## config.mk

```make
export PLATFORM = sky130hd
export DESIGN_NAME = iso_audio_packet_pacer
export DESIGN_NICKNAME = d
export VERILOG_FILES = /design/src/hdl/ipp_pkg.sv /design/src/hdl/iso_audio_packet_pacer.sv
export SDC_FILE = /design/constraint.sdc
export NUM_CORES = 1
export LEC_CHECK = 0
export BUFFER_PORTS_ARGS = -buffer_cell sky130_fd_sc_hd__buf_2
export CELL_PAD_IN_SITES_DETAIL_PLACEMENT = 0
export CELL_PAD_IN_SITES_GLOBAL_PLACEMENT = 1
export CORE_MARGIN = 4
export CORE_UTILIZATION = 48
export CTS_BUF_LIST = sky130_fd_sc_hd__clkbuf_2 sky130_fd_sc_hd__clkbuf_4 sky130_fd_sc_hd__clkbuf_8
export CTS_CLUSTER_DIAMETER = 200
export CTS_CLUSTER_SIZE = 25
export DETAILED_ROUTE_END_ITERATION = 10
export PLACE_DENSITY_LB_ADDON = 0.1
export SLEW_MARGIN = 15
export SYNTH_ARGS = -nofsm -noshare
export SYNTH_HDL_FRONTEND = slang
export SYNTH_SLANG_ARGS = --single-unit
```

## constraint.sdc

```tcl
create_clock -name clk -period 8 [get_ports clk]
set_input_delay 1.2 -clock clk [delete_from_list [all_inputs] [get_ports clk]]
set_output_delay 1.2 -clock clk [all_outputs]
set_load 0.05 [all_outputs]
```

## src/hdl/ipp_pkg.sv

```systemverilog
`timescale 1ns / 1ps

package ipp_pkg;

  // Field widths
  localparam int unsigned RATE_W   = 26;
  localparam int unsigned FRAC_W   = 16;
  localparam int unsigned BPF_W    = 7;
  localparam int unsigned MAXP_W   = 6;
  localparam int unsigned AVAIL_W  = 20;
  localparam int unsigned FB_W     = 24;
  localparam int unsigned BYTES_W  = 17;
  localparam int unsigned INDEX_W  = 5;
  localparam int unsigned FRAMES_W = 11;
  localparam int unsigned CFG_IDX_W = 2;

  // Stream data widths, padded to whole bytes
  localparam int unsigned IN_TDATA_W  = 48;
  localparam int unsigned OUT_TDATA_W = 24;

  // Register indexes on the configuration port
  localparam logic [CFG_IDX_W-1:0] REG_NOMINAL_RATE    = 2'd0;
  localparam logic [CFG_IDX_W-1:0] REG_BYTES_PER_FRAME = 2'd1;
  localparam logic [CFG_IDX_W-1:0] REG_MAX_PACKETS     = 2'd2;

  // Reset values
  localparam logic [RATE_W-1:0] NOMINAL_RATE_RST    = 26'd3145728;
  localparam logic [BPF_W-1:0]  BYTES_PER_FRAME_RST = 7'd4;
  localparam logic [MAXP_W-1:0] MAX_PACKETS_RST     = 6'd32;

  // Limits
  localparam int unsigned MAX_PACKETS_DEF = 32;
  localparam int unsigned RUN_CAP         = 32;
  localparam logic [BPF_W-1:0] BPF_LIMIT  = 7'd64;

  // Item kinds (tuser)
  localparam logic KIND_SERVICE  = 1'b0;
  localparam logic KIND_FEEDBACK = 1'b1;

endpackage

```

## src/hdl/iso_audio_packet_pacer.sv

```systemverilog
`timescale 1ns / 1ps

// Isochronous audio packet pacer. A feedback beat (tuser = 1) carries a 10.14 rate in
// in_tdata[43:20]; it sets the 10.16 rate to that word shifted left by two, reloads
// the fraction accumulator and returns nothing. A service beat (tuser = 0) carries the
// FIFO byte count in in_tdata[19:0] and yields one result beat per packet, tlast on the
// final one; a run that fits no packet yields nothing. One packet is sized and checked
// at a time by a single multiply/subtract path stepped by a small sequencer, and
// in_tready stays low until the run ends. Writing nominal_rate reloads the rate and the
// accumulator; configuration must be written only while the block is idle, which the
// block itself does not enforce.
module iso_audio_packet_pacer #(
  parameter int unsigned MAX_PACKETS = ipp_pkg::MAX_PACKETS_DEF
) (
  input  logic                              clk,
  input  logic                              rst_n,
  // configuration write port
  input  logic                              cfg_we,
  input  logic [ipp_pkg::CFG_IDX_W-1:0]     cfg_index,
  input  logic [ipp_pkg::RATE_W-1:0]        cfg_data,
  // input stream
  input  logic                              in_tvalid,
  output logic                              in_tready,
  input  logic [ipp_pkg::IN_TDATA_W-1:0]    in_tdata,   // [19:0] avail_bytes, [43:20] feedback_word
  input  logic                              in_tuser,   // [0] kind
  // result stream
  output logic                              out_tvalid,
  input  logic                              out_tready,
  output logic [ipp_pkg::OUT_TDATA_W-1:0]   out_tdata,  // [16:0] packet_bytes, [21:17] packet_index
  output logic                              out_tlast
);

  localparam int unsigned CAP = (MAX_PACKETS < ipp_pkg::RUN_CAP) ? MAX_PACKETS
                                                                   : ipp_pkg::RUN_CAP;
  localparam logic [ipp_pkg::MAXP_W-1:0] CAP_V = ipp_pkg::MAXP_W'(CAP);

  typedef enum logic [2:0] {
    S_IDLE,
    S_SIZE,
    S_TEST,
    S_OUT,
    S_TAKE
  } state_t;

  state_t                          state_r, state_nxt;
  logic [ipp_pkg::RATE_W-1:0]      rate_r, rate_nxt;
  logic [ipp_pkg::FRAC_W-1:0]      frac_r, frac_nxt;
  logic [ipp_pkg::BPF_W-1:0]       bpf_r, bpf_nxt;
  logic [ipp_pkg::MAXP_W-1:0]      maxp_r, maxp_nxt;
  logic [ipp_pkg::AVAIL_W-1:0]     avail_r, avail_nxt;
  logic [ipp_pkg::BYTES_W-1:0]     size_r, size_nxt;
  logic [ipp_pkg::FRAC_W-1:0]      sum_r, sum_nxt;
  logic [ipp_pkg::MAXP_W-1:0]      n_r, n_nxt;
  logic                            pend_r, pend_nxt;
  logic                            ok_r, ok_nxt;
  logic [ipp_pkg::BYTES_W-1:0]     pend_bytes_r, pend_bytes_nxt;
  logic [ipp_pkg::INDEX_W-1:0]     pend_idx_r, pend_idx_nxt;
  logic                            out_valid_r, out_valid_nxt;
  logic [ipp_pkg::BYTES_W-1:0]     out_bytes_r, out_bytes_nxt;
  logic [ipp_pkg::INDEX_W-1:0]     out_idx_r, out_idx_nxt;
  logic                            out_last_r, out_last_nxt;

  // shared datapath
  logic [ipp_pkg::FRAC_W:0]        acc_sum;
  logic [ipp_pkg::FRAMES_W-1:0]    frames;
  logic [ipp_pkg::BPF_W-1:0]       bpf_eff;
  logic [ipp_pkg::FRAMES_W+ipp_pkg::BPF_W-1:0] prod;
  logic [ipp_pkg::AVAIL_W:0]       diff;
  logic [ipp_pkg::MAXP_W-1:0]      limit;
  logic                            fits;

  logic [ipp_pkg::AVAIL_W-1:0]     in_avail;
  logic [ipp_pkg::FB_W-1:0]        in_fb;

  assign in_avail = in_tdata[ipp_pkg::AVAIL_W-1:0];
  assign in_fb    = in_tdata[ipp_pkg::AVAIL_W+ipp_pkg::FB_W-1:ipp_pkg::AVAIL_W];

  // packet size: integer frames plus accumulator carry, times bytes per frame
  assign acc_sum = {1'b0, frac_r} + {1'b0, rate_r[ipp_pkg::FRAC_W-1:0]};
  assign frames  = ipp_pkg::FRAMES_W'(rate_r[ipp_pkg::RATE_W-1:ipp_pkg::FRAC_W])
                 + ipp_pkg::FRAMES_W'(acc_sum[ipp_pkg::FRAC_W]);
  assign bpf_eff = (bpf_r > ipp_pkg::BPF_LIMIT) ? ipp_pkg::BPF_LIMIT : bpf_r;
  assign prod    = {{ipp_pkg::BPF_W{1'b0}}, frames} * {{ipp_pkg::FRAMES_W{1'b0}}, bpf_eff};

  // remaining bytes after this packet; borrow means it does not fit
  assign diff  = {1'b0, avail_r} - {{(ipp_pkg::AVAIL_W+1-ipp_pkg::BYTES_W){1'b0}}, size_r};
  assign limit = (maxp_r < CAP_V) ? maxp_r : CAP_V;
  assign fits  = !diff[ipp_pkg::AVAIL_W] && (n_r < limit);

  assign in_tready  = (state_r == S_IDLE);
  assign out_tvalid = out_valid_r;
  assign out_tlast  = out_last_r;
  assign out_tdata  = {{(ipp_pkg::OUT_TDATA_W-ipp_pkg::BYTES_W-ipp_pkg::INDEX_W){1'b0}},
                       out_idx_r, out_bytes_r};

  // sequencer
  always_comb begin
    state_nxt      = state_r;
    rate_nxt       = rate_r;
    frac_nxt       = frac_r;
    bpf_nxt        = bpf_r;
    maxp_nxt       = maxp_r;
    avail_nxt      = avail_r;
    size_nxt       = size_r;
    sum_nxt        = sum_r;
    n_nxt          = n_r;
    pend_nxt       = pend_r;
    ok_nxt         = ok_r;
    pend_bytes_nxt = pend_bytes_r;
    pend_idx_nxt   = pend_idx_r;
    out_valid_nxt  = out_valid_r;
    out_bytes_nxt  = out_bytes_r;
    out_idx_nxt    = out_idx_r;
    out_last_nxt   = out_last_r;

    // register writes
    if (cfg_we) begin
      case (cfg_index)
        ipp_pkg::REG_NOMINAL_RATE: begin
          rate_nxt = cfg_data;
          frac_nxt = cfg_data[ipp_pkg::FRAC_W-1:0];
        end
        ipp_pkg::REG_BYTES_PER_FRAME: bpf_nxt  = cfg_data[ipp_pkg::BPF_W-1:0];
        ipp_pkg::REG_MAX_PACKETS:     maxp_nxt = cfg_data[ipp_pkg::MAXP_W-1:0];
        default: ;
      endcase
    end

    case (state_r)
      S_IDLE: begin
        if (in_tvalid) begin
          if (in_tuser == ipp_pkg::KIND_FEEDBACK) begin
            rate_nxt = {in_fb, 2'b00};
            frac_nxt = {in_fb[ipp_pkg::FRAC_W-3:0], 2'b00};
          end else begin
            avail_nxt = in_avail;
            n_nxt     = '0;
            pend_nxt  = 1'b0;
            state_nxt = S_SIZE;
          end
        end
      end
      S_SIZE: begin
        size_nxt  = prod[ipp_pkg::BYTES_W-1:0];
        sum_nxt   = acc_sum[ipp_pkg::FRAC_W-1:0];
        state_nxt = S_TEST;
      end
      S_TEST: begin
        ok_nxt = fits;
        if (pend_r) begin
          // the held packet goes out now; last unless another one fits
          out_valid_nxt = 1'b1;
          out_bytes_nxt = pend_bytes_r;
          out_idx_nxt   = pend_idx_r;
          out_last_nxt  = !fits;
          state_nxt     = S_OUT;
        end else if (fits) begin
          state_nxt = S_TAKE;
        end else begin
          state_nxt = S_IDLE;
        end
      end
      S_OUT: begin
        if (out_tready) begin
          out_valid_nxt = 1'b0;
          state_nxt     = ok_r ? S_TAKE : S_IDLE;
        end
      end
      S_TAKE: begin
        // commit the packet and advance the accumulator
        pend_bytes_nxt = size_r;
        pend_idx_nxt   = n_r[ipp_pkg::INDEX_W-1:0];
        pend_nxt       = 1'b1;
        avail_nxt      = diff[ipp_pkg::AVAIL_W-1:0];
        frac_nxt       = sum_r;
        n_nxt          = n_r + ipp_pkg::MAXP_W'(1);
        state_nxt      = S_SIZE;
      end
      default: state_nxt = S_IDLE;
    endcase
  end

  always_ff @(posedge clk) begin
    if (!rst_n) begin
      state_r     <= S_IDLE;
      rate_r      <= ipp_pkg::NOMINAL_RATE_RST;
      frac_r      <= ipp_pkg::NOMINAL_RATE_RST[ipp_pkg::FRAC_W-1:0];
      bpf_r       <= ipp_pkg::BYTES_PER_FRAME_RST;
      maxp_r      <= ipp_pkg::MAX_PACKETS_RST;
      n_r         <= '0;
      pend_r      <= 1'b0;
      ok_r        <= 1'b0;
      out_valid_r <= 1'b0;
    end else begin
      state_r     <= state_nxt;
      rate_r      <= rate_nxt;
      frac_r      <= frac_nxt;
      bpf_r       <= bpf_nxt;
      maxp_r      <= maxp_nxt;
      n_r         <= n_nxt;
      pend_r      <= pend_nxt;
      ok_r        <= ok_nxt;
      out_valid_r <= out_valid_nxt;
    end
    avail_r      <= avail_nxt;
    size_r       <= size_nxt;
    sum_r        <= sum_nxt;
    pend_bytes_r <= pend_bytes_nxt;
    pend_idx_r   <= pend_idx_nxt;
    out_bytes_r  <= out_bytes_nxt;
    out_idx_r    <= out_idx_nxt;
    out_last_r   <= out_last_nxt;
  end

  // checks
  a_busy_while_out: assert property (@(posedge clk) disable iff (!rst_n)
    out_tvalid |-> !in_tready)
    else $error("input ready while a result is pending");

  a_last_ends_run: assert property (@(posedge clk) disable iff (!rst_n)
    out_tvalid && out_tready && out_tlast |=> state_r == S_IDLE)
    else $error("run continued after last packet");

  a_pend_count: assert property (@(posedge clk) disable iff (!rst_n)
    pend_r && state_r != S_IDLE |-> n_r != '0)
    else $error("held packet with zero count");

  a_count_limit: assert property (@(posedge clk) disable iff (!rst_n)
    state_r == S_TEST |-> n_r <= limit)
    else $error("packet count above limit");

  a_valid_state: assert property (@(posedge clk) disable iff (!rst_n)
    out_tvalid |-> state_r == S_OUT)
    else $error("result valid outside output state");

endmodule

```

==> key figures <==
Run status
  – Status: finished clean

Synthesis
  – Seq/Total Area, Yosys: 42.0%
  – Synth top area share: 28.8%
  – Mapped cell area: 10200 um2
  – Primary FF master, synth: edfxtp_1
  – Post-Syn Instances: 1047
  – Asr flop ratio synth: 0%
  – Number of synthesized register bits: 165
  – Syn avg cell area: 9.75 um2
  – Number of synthesized flops with an enable pin: 98
  – Area contributors post-synth: edfxtp_1, dfxtp_1, ha_1
  – Synth unique cells: 59
  – YS warnings: 0
  – Leading area contributor after synthesis: edfxtp_1

Power
  – VDD IR-drop max: 0.0997 mV
  – Total power draw: 2.04 mW
  – PD cells: 178 nW/um2
  – Lkg Pwr: 5.21 nW

Floorplanning
  – CORE AREA: 21000 um2
  – DIE HEIGHT: 154 um
  – Core Rows: 53
  – Die W: 154 um
  – Die Area: 23700 um2
  – IO Count: 109
  – Initial Util: 48.7%

Route
  – M1 WL: 11200 um
  – Avg WL per Cell: 15.8 um
  – Detail Route Antenna Nets: 0
  – Routed length on met2: 10200 um
  – DRT Pass-1 Iters: 4
  – Final WL: 22600 um
  – Via Count: 7555
  – Met3 WL: 944 um
  – Top sig layer: met5
  – # DRC: 0
  – Detailed-route vias per instance: 5.28
  – Initial DRC count: 346

Critical path
  – CP Capture Type: register
  – R2R depth: 27
  – WS Path Type: register to register
  – Crit start category: register
  – Setup slack, reg-to-reg: 0.55 ns
  – Critical Path RT: 8.22 ns
  – Max FO, Critical Path: 5
  – CP Data Arrival Time: 7.66 ns

Global routing
  – GRT Util Overall: 19.5%
  – Vias in the first global route: 7462
  – First-pass GRT wire length: 37600 um
  – Largest net degree at the start of global routing: 67
  – Initial antenna violation count: 2
  – GRT overflow: 0

STA
  – RSZ-0062 raised after global routing: no
  – Slew @ Worst Pin: 1.08 ns
  – Pins Over Slew Limit: 0
  – Minimum clock period: 7.45 ns
  – Total Neg Setup Slack: 0 ns
  – Final setup viols: 0
  – Worst slew margin: 27.8%
  – Endpoints failing hold: 0
  – Worst hold margin: 0.411 ns
  – Layout Skew: 0.0166 ns
  – Max Clk Rate: 0.134 GHz
  – Final WS setup: 0.554 ns
  – Tcrit/Tclk final: 93.1%

Clock network
  – H-tree depth: 4
  – # clock sinks: 165
  – CTS buffer count: 17
  – CTS tree: done
  – Clock transition at path regs: 0.10 ns
  – Clock Path Buffers: 2
  – Clock root cell: clkbuf_8
  – Worst-Skew Late Latency: 0.47 ns
  – Post-CTS Setup Bufs: 0

Finish
  – Final Util: 54.7%
  – Final std cells w/o fill: 1431
  – Post-layout net count: 1345
  – Ant. Diodes: 0
  – Post-route design area: 11500 um2
  – Fraction of layout cells with a size suffix above 1: 14.9%
  – Layout area overhead: 12.3%

Place
  – DP HPWL: 16200 um
  – Inst Count DP: 1399
  – Gpl congestion: 0.823
  – Place WS: 0.217 ns
  – Placed cell area: 11000 um2
  – I/O Buffers: 102

Worst hold path
  – Hold Path Stages: 0
  – Hold Path Class: register to register

Job
  – Max Cap Violations: 0
-- final timing paths --
| kind | start | endpoint |
|---|---|---|
| worst max register to register | rate_r[0] | size_r[16] |
| worst min-delay path | pend_bytes_r[10] | out_bytes_r[10] |
| worst max-delay path | rate_r[0] | size_r[16] |
| worst min register to register | pend_bytes_r[10] | out_bytes_r[10] |
-- cells in the final DEF (no fill, tap or decap), types with 8 or more instances in the layout --
master    count
a211oi_1     15
a21o_1       19
a21oi_1      83
and2_1       20
and3_1       12
buf_2       102
buf_4        15
clkbuf_8     17
dfxtp_1      67
edfxtp_1     98
fa_1         45
ha_1         75
inv_1        78
mux2i_1      13
nand2_1      93
nand2b_1      8
nand3_1      22
nor2_1      117
nor2b_1      23
o211a_1       8
o21ai_0      65
or2_2         9
xnor2_1      27
xor2_1       21
-- area by class of cell --
class                   count  area, um2
clock buffers              19        246
fillers                  1976       9490
flip-flops and latches    165       4280
clock inverters            13        143
inverters                  79        297
well taps                 275        344
multi-input cells         763       5530
repair buffers            117        623
-- sequential cells by signal, indices dropped and copies added, names as in the netlist, 6 cells and up --
name / count
bpf_r: 7
n_r: 6
sum_r: 16
pend_bytes_r: 17
size_r: 17
out_bytes_r: 17
maxp_r: 6
frac_r: 16
avail_r: 20
rate_r: 26
-- cells in the mapped netlist (all sizes together) (2+ instances only) --
| library cell | instances |
|---|---|
| a211oi | 16 |
| a21boi | 5 |
| a21o | 19 |
| a21oi | 83 |
| a221oi | 2 |
| a311oi | 2 |
| a31o | 2 |
| a31oi | 7 |
| and2 | 20 |
| and3 | 12 |
| buf | 4 |
| clkbuf | 37 |
| dfxtp | 67 |
| edfxtp | 98 |
| fa | 45 |
| ha | 75 |
| inv | 78 |
| mux2i | 13 |
| nand2 | 94 |
| nand2b | 8 |
| nand3 | 22 |
| nand3b | 3 |
| nand4 | 5 |
| nor2 | 117 |
| nor2b | 23 |
| nor3 | 5 |
| nor3b | 3 |
| o211a | 8 |
| o211ai | 3 |
| o21a | 7 |
| o21ai | 70 |
| o21bai | 7 |
| o22ai | 2 |
| o31ai | 4 |
| o41ai | 2 |
| or2 | 9 |
| or3 | 2 |
| xnor2 | 28 |
| xor2 | 24 |
-- kinds of logic (layout without fill, tap and decap cells) --
group,Yosys count,count (layout),synth area share [%]
simple gates,328,328,14.8
fa+ha+maj,120,120,18.0
compound gates,248,248,15.0
other cells,1,2,0.0367
mux,13,13,1.27
xor+xnor,52,52,4.46
buf+inv,120,228,4.49
flops,165,165,42.0
-- worst max-delay path, stage by stage, from the launching register on --
cell,delay (ns)
dfxtp_1,0.32
ha_1,0.25
fa_1,0.44
a21o_1,0.20
a21boi_0,0.18
o21bai_1,0.16
a41oi_2,0.27
o21ai_0,0.19
o41ai_2,0.31
o21ai_1,0.17
ha_1,0.26
nand2_1,0.11
xor2_2,0.27
nor2_1,0.10
fa_1,0.57
fa_1,0.44
fa_1,0.55
inv_1,0.06
fa_1,0.52
inv_1,0.04
ha_1,0.32
or2_2,0.32
a21oi_1,0.14
nor2_1,0.07
a221o_1,0.40
a211o_1,0.28
a21oi_1,0.17
xnor2_1,0.08
-- metal layers --
metal | vias to the layer above | track usage [%]
met3 | 14 | 3.32
li1 | 3814 | -
met2 | 136 | 30.8
met4 | 2 | 4.54
met1 | 3589 | 28.4
met5 | - | 0
-- where the power goes --
group / internal, mW / switching (mW) / leakage, nW
Combinational: 0.173 / 0.256 / 3.55
Clock: 0.263 / 0.345 / 0.204
Sequential: 0.968 / 0.0336 / 1.45
Total: 1.40 / 0.635 / 5.21
-- what timing repair did --
action                                  CTS  global route
resized for setup                         0             7
endpoints found under the setup margin    0             3
hold buffers                              0             0
(Power assumes the default switching activity.)
